===== src/hw/rtl/aes_pkg.sv =====
// Package: shared types, constants and GF/S-box functions for the AES core.
`timescale 1ns / 1ps
package aes_pkg;

    localparam int RkWords = 60;
    localparam int RkAw    = 6;

    localparam logic [2:0] CfgKey0  = 3'd0;
    localparam logic [2:0] CfgKey1  = 3'd1;
    localparam logic [2:0] CfgKey2  = 3'd2;
    localparam logic [2:0] CfgKey3  = 3'd3;
    localparam logic [2:0] CfgIvHi  = 3'd4;
    localparam logic [2:0] CfgIvLo  = 3'd5;
    localparam logic [2:0] CfgKeyLn = 3'd6;
    localparam logic [2:0] CfgMode  = 3'd7;

    typedef enum logic [2:0] {
        ST_IDLE,
        ST_EXPAND,
        ST_PREP,
        ST_ROUND,
        ST_DONE
    } t_state;

    // key store access from the sequencer
    typedef struct packed {
        logic              we;
        logic [RkAw-1:0]   waddr;
        logic [31:0]       wdata;
        logic [RkAw-1:0]   raddr;
    } t_rk_req;

    function automatic logic [7:0] sbox(input logic [7:0] x);
        logic [7:0] t [256];
        t = '{
        8'h63,8'h7c,8'h77,8'h7b,8'hf2,8'h6b,8'h6f,8'hc5,8'h30,8'h01,8'h67,8'h2b,8'hfe,8'hd7,8'hab,8'h76,
        8'hca,8'h82,8'hc9,8'h7d,8'hfa,8'h59,8'h47,8'hf0,8'had,8'hd4,8'ha2,8'haf,8'h9c,8'ha4,8'h72,8'hc0,
        8'hb7,8'hfd,8'h93,8'h26,8'h36,8'h3f,8'hf7,8'hcc,8'h34,8'ha5,8'he5,8'hf1,8'h71,8'hd8,8'h31,8'h15,
        8'h04,8'hc7,8'h23,8'hc3,8'h18,8'h96,8'h05,8'h9a,8'h07,8'h12,8'h80,8'he2,8'heb,8'h27,8'hb2,8'h75,
        8'h09,8'h83,8'h2c,8'h1a,8'h1b,8'h6e,8'h5a,8'ha0,8'h52,8'h3b,8'hd6,8'hb3,8'h29,8'he3,8'h2f,8'h84,
        8'h53,8'hd1,8'h00,8'hed,8'h20,8'hfc,8'hb1,8'h5b,8'h6a,8'hcb,8'hbe,8'h39,8'h4a,8'h4c,8'h58,8'hcf,
        8'hd0,8'hef,8'haa,8'hfb,8'h43,8'h4d,8'h33,8'h85,8'h45,8'hf9,8'h02,8'h7f,8'h50,8'h3c,8'h9f,8'ha8,
        8'h51,8'ha3,8'h40,8'h8f,8'h92,8'h9d,8'h38,8'hf5,8'hbc,8'hb6,8'hda,8'h21,8'h10,8'hff,8'hf3,8'hd2,
        8'hcd,8'h0c,8'h13,8'hec,8'h5f,8'h97,8'h44,8'h17,8'hc4,8'ha7,8'h7e,8'h3d,8'h64,8'h5d,8'h19,8'h73,
        8'h60,8'h81,8'h4f,8'hdc,8'h22,8'h2a,8'h90,8'h88,8'h46,8'hee,8'hb8,8'h14,8'hde,8'h5e,8'h0b,8'hdb,
        8'he0,8'h32,8'h3a,8'h0a,8'h49,8'h06,8'h24,8'h5c,8'hc2,8'hd3,8'hac,8'h62,8'h91,8'h95,8'he4,8'h79,
        8'he7,8'hc8,8'h37,8'h6d,8'h8d,8'hd5,8'h4e,8'ha9,8'h6c,8'h56,8'hf4,8'hea,8'h65,8'h7a,8'hae,8'h08,
        8'hba,8'h78,8'h25,8'h2e,8'h1c,8'ha6,8'hb4,8'hc6,8'he8,8'hdd,8'h74,8'h1f,8'h4b,8'hbd,8'h8b,8'h8a,
        8'h70,8'h3e,8'hb5,8'h66,8'h48,8'h03,8'hf6,8'h0e,8'h61,8'h35,8'h57,8'hb9,8'h86,8'hc1,8'h1d,8'h9e,
        8'he1,8'hf8,8'h98,8'h11,8'h69,8'hd9,8'h8e,8'h94,8'h9b,8'h1e,8'h87,8'he9,8'hce,8'h55,8'h28,8'hdf,
        8'h8c,8'ha1,8'h89,8'h0d,8'hbf,8'he6,8'h42,8'h68,8'h41,8'h99,8'h2d,8'h0f,8'hb0,8'h54,8'hbb,8'h16};
        return t[x];
    endfunction

    function automatic logic [7:0] sbox_rev(input logic [7:0] x);
        logic [7:0] t [256];
        t = '{
        8'h52,8'h09,8'h6a,8'hd5,8'h30,8'h36,8'ha5,8'h38,8'hbf,8'h40,8'ha3,8'h9e,8'h81,8'hf3,8'hd7,8'hfb,
        8'h7c,8'he3,8'h39,8'h82,8'h9b,8'h2f,8'hff,8'h87,8'h34,8'h8e,8'h43,8'h44,8'hc4,8'hde,8'he9,8'hcb,
        8'h54,8'h7b,8'h94,8'h32,8'ha6,8'hc2,8'h23,8'h3d,8'hee,8'h4c,8'h95,8'h0b,8'h42,8'hfa,8'hc3,8'h4e,
        8'h08,8'h2e,8'ha1,8'h66,8'h28,8'hd9,8'h24,8'hb2,8'h76,8'h5b,8'ha2,8'h49,8'h6d,8'h8b,8'hd1,8'h25,
        8'h72,8'hf8,8'hf6,8'h64,8'h86,8'h68,8'h98,8'h16,8'hd4,8'ha4,8'h5c,8'hcc,8'h5d,8'h65,8'hb6,8'h92,
        8'h6c,8'h70,8'h48,8'h50,8'hfd,8'hed,8'hb9,8'hda,8'h5e,8'h15,8'h46,8'h57,8'ha7,8'h8d,8'h9d,8'h84,
        8'h90,8'hd8,8'hab,8'h00,8'h8c,8'hbc,8'hd3,8'h0a,8'hf7,8'he4,8'h58,8'h05,8'hb8,8'hb3,8'h45,8'h06,
        8'hd0,8'h2c,8'h1e,8'h8f,8'hca,8'h3f,8'h0f,8'h02,8'hc1,8'haf,8'hbd,8'h03,8'h01,8'h13,8'h8a,8'h6b,
        8'h3a,8'h91,8'h11,8'h41,8'h4f,8'h67,8'hdc,8'hea,8'h97,8'hf2,8'hcf,8'hce,8'hf0,8'hb4,8'he6,8'h73,
        8'h96,8'hac,8'h74,8'h22,8'he7,8'had,8'h35,8'h85,8'he2,8'hf9,8'h37,8'he8,8'h1c,8'h75,8'hdf,8'h6e,
        8'h47,8'hf1,8'h1a,8'h71,8'h1d,8'h29,8'hc5,8'h89,8'h6f,8'hb7,8'h62,8'h0e,8'haa,8'h18,8'hbe,8'h1b,
        8'hfc,8'h56,8'h3e,8'h4b,8'hc6,8'hd2,8'h79,8'h20,8'h9a,8'hdb,8'hc0,8'hfe,8'h78,8'hcd,8'h5a,8'hf4,
        8'h1f,8'hdd,8'ha8,8'h33,8'h88,8'h07,8'hc7,8'h31,8'hb1,8'h12,8'h10,8'h59,8'h27,8'h80,8'hec,8'h5f,
        8'h60,8'h51,8'h7f,8'ha9,8'h19,8'hb5,8'h4a,8'h0d,8'h2d,8'he5,8'h7a,8'h9f,8'h93,8'hc9,8'h9c,8'hef,
        8'ha0,8'he0,8'h3b,8'h4d,8'hae,8'h2a,8'hf5,8'hb0,8'hc8,8'heb,8'hbb,8'h3c,8'h83,8'h53,8'h99,8'h61,
        8'h17,8'h2b,8'h04,8'h7e,8'hba,8'h77,8'hd6,8'h26,8'he1,8'h69,8'h14,8'h63,8'h55,8'h21,8'h0c,8'h7d};
        return t[x];
    endfunction

    function automatic logic [31:0] sub_word(input logic [31:0] w);
        return {sbox(w[31:24]), sbox(w[23:16]), sbox(w[15:8]), sbox(w[7:0])};
    endfunction

    function automatic logic [7:0] xt(input logic [7:0] x);
        return {x[6:0], 1'b0} ^ (x[7] ? 8'h1b : 8'h00);
    endfunction

    function automatic logic [31:0] mix_col(input logic [31:0] c);
        logic [7:0] a0, a1, a2, a3;
        a0 = c[31:24]; a1 = c[23:16]; a2 = c[15:8]; a3 = c[7:0];
        return {xt(a0) ^ xt(a1) ^ a1 ^ a2 ^ a3,
                a0 ^ xt(a1) ^ xt(a2) ^ a2 ^ a3,
                a0 ^ a1 ^ xt(a2) ^ xt(a3) ^ a3,
                xt(a0) ^ a0 ^ a1 ^ a2 ^ xt(a3)};
    endfunction

    // inverse mix as a pre-multiply by (4x^2+5) folded before the forward mix
    function automatic logic [31:0] inv_mix_col(input logic [31:0] c);
        logic [7:0] a0, a1, a2, a3, u, v;
        a0 = c[31:24]; a1 = c[23:16]; a2 = c[15:8]; a3 = c[7:0];
        u = xt(xt(a0 ^ a2));
        v = xt(xt(a1 ^ a3));
        return mix_col({a0 ^ u, a1 ^ v, a2 ^ u, a3 ^ v});
    endfunction

    function automatic logic [7:0] rcon(input logic [3:0] i);
        logic [7:0] r;
        case (i)
            4'd1:    r = 8'h01;
            4'd2:    r = 8'h02;
            4'd3:    r = 8'h04;
            4'd4:    r = 8'h08;
            4'd5:    r = 8'h10;
            4'd6:    r = 8'h20;
            4'd7:    r = 8'h40;
            4'd8:    r = 8'h80;
            4'd9:    r = 8'h1b;
            4'd10:   r = 8'h36;
            default: r = 8'h00;
        endcase
        return r;
    endfunction

endpackage


===== src/hw/rtl/aes_rk_ram.sv =====
// Round-key store: one write port, one registered read port.
`timescale 1ns / 1ps
module aes_rk_ram (
    input  logic                    i_clk,
    input  aes_pkg::t_rk_req        i_req,
    output logic [31:0]             o_rdata
);
    logic [31:0] r_mem [aes_pkg::RkWords];

    always_ff @(posedge i_clk) begin
        if (i_req.we) begin
            r_mem[i_req.waddr] <= i_req.wdata;
        end
        o_rdata <= r_mem[i_req.raddr];
    end
endmodule


===== config.mk =====
export PLATFORM = sky130hd
export DESIGN_NAME = aes_rk_ram
export DESIGN_NICKNAME = d
export VERILOG_FILES = /design/src/hw/rtl/aes_pkg.sv /design/src/hw/rtl/aes_rk_ram.sv
export SDC_FILE = /design/constraint.sdc
export NUM_CORES = 2
export LEC_CHECK = 0
export ABC_AREA = 1
export BUFFER_PORTS_ARGS = -buffer_cell sky130_fd_sc_hd__clkbuf_2
export CELL_PAD_IN_SITES_DETAIL_PLACEMENT = 1
export CELL_PAD_IN_SITES_GLOBAL_PLACEMENT = 1
export CORE_ASPECT_RATIO = 1.4
export CORE_UTILIZATION = 27
export CTS_CLUSTER_DIAMETER = 80
export DETAILED_ROUTE_END_ITERATION = 8
export PLACE_DENSITY = 0.46
export SLEW_MARGIN = 20
export SYNTH_ARGS = -nofsm -noshare
export SYNTH_HDL_FRONTEND = slang
export SYNTH_SLANG_ARGS = --single-unit

===== constraint.sdc =====
create_clock -name i_clk -period 5.25 [get_ports i_clk]
set_input_delay 0 -clock i_clk [delete_from_list [all_inputs] [get_ports i_clk]]
set_output_delay 0 -clock i_clk [all_outputs]
set_load 0.05 [all_outputs]

==> impl_metrics.ini <==
[setup_path]
timing.critical_path.required_ns = 6.03
arrival_time_of_data_at_the_critical_path_endpoint_ns = 4.02
timing.critical_path.to_type = flop
timing_worst_setup_path_type = input pin to flop
worstPathMaxFanout = 69
crit_path_start_kind = input pin

[logic_synthesis]
netlist_area_sq_mm = 0.0787
synth_async_sr_flop_share_pct = 0
synthesis.yosys.warnings = 0
mappedNetlistNets = 6712
yosysSeqAreaShare_pct = 74.1
synth_top_area_cell = sky130_fd_sc_hd__edfxtp_1
ys.flop_type = sky130_fd_sc_hd__edfxtp_1
netlist_instances = 6666
netlist_top_cells_area = sky130_fd_sc_hd__edfxtp_1, sky130_fd_sc_hd__nand2_1, sky130_fd_sc_hd__nand3_1
post-synth-top-area-fraction_pct = 73.3
syn_area_per_cell_sq_um = 11.8
synth-edff-count = 1920
ys_seq_elements = 1952
synth_cell_types = 21

[timing]
max_freq_ghz = 0.308
post-route-period-util_pct = 61.8
finalHoldWorstSlack_ns = 0.0931
setup_skew_ns = 0.0589
rsz0062_at_grt = false
max_slew.worst_pin.slew_ns = 1.24
post-route-min-period_ns = 3.24
hold_viol_final = 0
totalNegativeSetupSlack_ns = 0
report.final.setup_viol = 0
maxSlewHeadroom_pct = 17.3
slew_viol_final = 0

[cells_and_area]
final.fill_count = 31400
flow.area_growth_from_synthesis_pct = 15.9
final_area_sq_mm = 0.0913
final_common_cell = sky130_fd_sc_hd__nand2_1
layout_common_cells = sky130_fd_sc_hd__nand2_1, sky130_fd_sc_hd__edfxtp_1, sky130_fd_sc_hd__nand3_1, sky130_fd_sc_hd__nor2_1, sky130_fd_sc_hd__clkbuf_16
layout-drive-gt1-share_pct = 8.82
final_net_count = 6823
final-seq-area_sq_mm = 0.0583
area_used_by_multi_input_combinational_logic_sq_mm = 0.0180

[clocking]
clock_buffer_count_from_cts = 213
post_cts_resize_count = 0
path_clk_slew_ns = 0.06
h_tree_level_count = 4
clock-sinks = 1952
cts_tree = yes
number_of_buffers_inserted_for_hold_repair_after_clock_tree_synthesis = 49
master_cell_of_the_clock_root_buffer = sky130_fd_sc_hd__clkbuf_16
clock_tree.buffer_depth = 4
post_cts.repair.setup_buffers = 0
clk_latency_ns = 0.89

[power]
power_density_mw_per_mm2 = 374
worst_ir_drop_vdd_uv = 244
p_total_mw = 34.2
comb_power_share_pct = 6.7
power.static_leakage_nw = 32.3
seq_power_share_pct = 50.7
cellInternalPower_mw = 25.9
switching_power_mw = 8.24
swShare_pct = 24.1
clockPowerShare_pct = 42.6

[worst_hold_path]
worstHoldPathType = input pin to flop

[place]
hpwl_microns = 166000
routabilityCongestion = 0.759
placed_cell_area_sq_mm = 0.0842
port_bufs = 77

[route]
antenna_left = 0
routed_wirelength_microns = 295000
detail_route.drc_violations = 0
num_vias = 51900
detailedRoute.firstPassIterationCount = 5
viasPerCell = 4.79
initialDrtViolationCount = 3394
route.detailed.wl_per_inst_microns = 27.2

[global_routing]
globalRoute.busiestLayer = met2
grt_antenna_before_repair = 16
grt_max_degree = 156
globalRouteMet1Util_pct = 25.0
global_route.overflow_total = 0
grt_pass1_vias = 53600
grt_first_pass_wirelength_microns = 418000
globalRouteMet2Util_pct = 36.1
grt_util_all_layers_pct = 19.8
met3_usage_pct = 1.96

[floorplan]
rows = 234
die_h_microns = 641
die-area_sq_mm = 0.294
io-pin-count = 78
core_box_area_sq_mm = 0.290
floorplan.die.width_microns = 458
floorplan.initialDensity_pct = 27.1

[outcome]
outcome = finished clean

[run]
max_capacitance_violation_count = 0
==> worst paths after layout <==
check	start	endpoint	slack [ns]	cells after the start
worst max-delay path	i_req[2]	o_rdata[8]	2.01	12
worst min-delay path	i_req[41]	r_mem[57][15]	0.09	3
worst min register to register	r_mem[56][7]	o_rdata[7]	0.69	6
worst max register to register	r_mem[48][8]	o_rdata[8]	2.50	11
==> cell usage after synthesis, types with 2 or more instances <==
library cell / instances
sky130_fd_sc_hd__nand4_1: 5
sky130_fd_sc_hd__buf_6: 41
sky130_fd_sc_hd__buf_8: 3
sky130_fd_sc_hd__nor2_1: 325
sky130_fd_sc_hd__o211ai_1: 11
sky130_fd_sc_hd__nand2_1: 2151
sky130_fd_sc_hd__buf_2: 74
sky130_fd_sc_hd__or2_2: 2
sky130_fd_sc_hd__inv_1: 175
sky130_fd_sc_hd__inv_2: 3
sky130_fd_sc_hd__buf_4: 46
sky130_fd_sc_hd__nand3_1: 1449
sky130_fd_sc_hd__nor3_1: 7
sky130_fd_sc_hd__a21oi_1: 19
sky130_fd_sc_hd__nor4_1: 4
sky130_fd_sc_hd__clkbuf_1: 188
sky130_fd_sc_hd__edfxtp_1: 1920
sky130_fd_sc_hd__buf_1: 66
sky130_fd_sc_hd__dfxtp_1: 32
sky130_fd_sc_hd__o21ai_0: 144
==> power by group through the flow <==
stage | sequential, mW | clock, mW | combinational, mW
6_report | 17.3 | 14.5 | 2.29
5_1_grt | 17.3 | 15.4 | 2.50
4_1_cts | 17.3 | 14.9 | 2.37
3_5_place_dp | 17.7 | 0 | 2.32
3_3_place_gp | 17.7 | 0 | 2.31
2_1_floorplan | 17.7 | 0 | 1.10
==> registers in the layout, indices dropped and copies added, names as in the netlist <==
signal   flops
o_rdata     32
r_mem     1920
==> layout make-up <==
cell class	count	share of cell area, %
repair buffers	315	3.15
flip-flops and latches	1952	63.9
diodes	5	0.0137
inverters	178	0.766
multi-input cells	4117	19.7
clock buffers	266	6.19
clock inverters	112	0.925
well taps	3894	5.34
==> critical path: stages <==
cell                            delay, ns
sky130_fd_sc_hd__dlygate4sd3_1       0.58
sky130_fd_sc_hd__buf_8               0.21
sky130_fd_sc_hd__inv_8               0.37
sky130_fd_sc_hd__buf_12              0.40
sky130_fd_sc_hd__nand3_1             0.15
sky130_fd_sc_hd__nand3_1             0.09
sky130_fd_sc_hd__dlygate4sd3_1       0.56
sky130_fd_sc_hd__nand2_1             0.06
sky130_fd_sc_hd__nand3_1             0.06
sky130_fd_sc_hd__dlygate4sd3_1       0.57
sky130_fd_sc_hd__nand2_1             0.05
sky130_fd_sc_hd__dlygate4sd3_1       0.55
==> through the flow <==
stage          setup slack, ns  util, %  std cells
2_1_floorplan             1.24        -       6666
3_3_place_gp              2.13     29.0      10400
3_5_place_dp              2.12     29.0      10400
4_1_cts                   2.13     31.4      10800
5_1_grt                   1.90     31.4      10800
6_report                  2.01     31.5      10800
==> metal layers <==
metal	wire (microns)	share of wire (%)
met3	8270	2.8
met2	153000	52
met1	127000	43
met4	6650	2.3
met5	34	0.012
==> cell families after synthesis <==
family | share of synthesized area (%)
and+or+nand+nor | 21.2
AOI/OAI and AO/OA | 1.14
buffers and inverters | 3.64
DFF | 74.1
(Power assumes the default switching activity.)
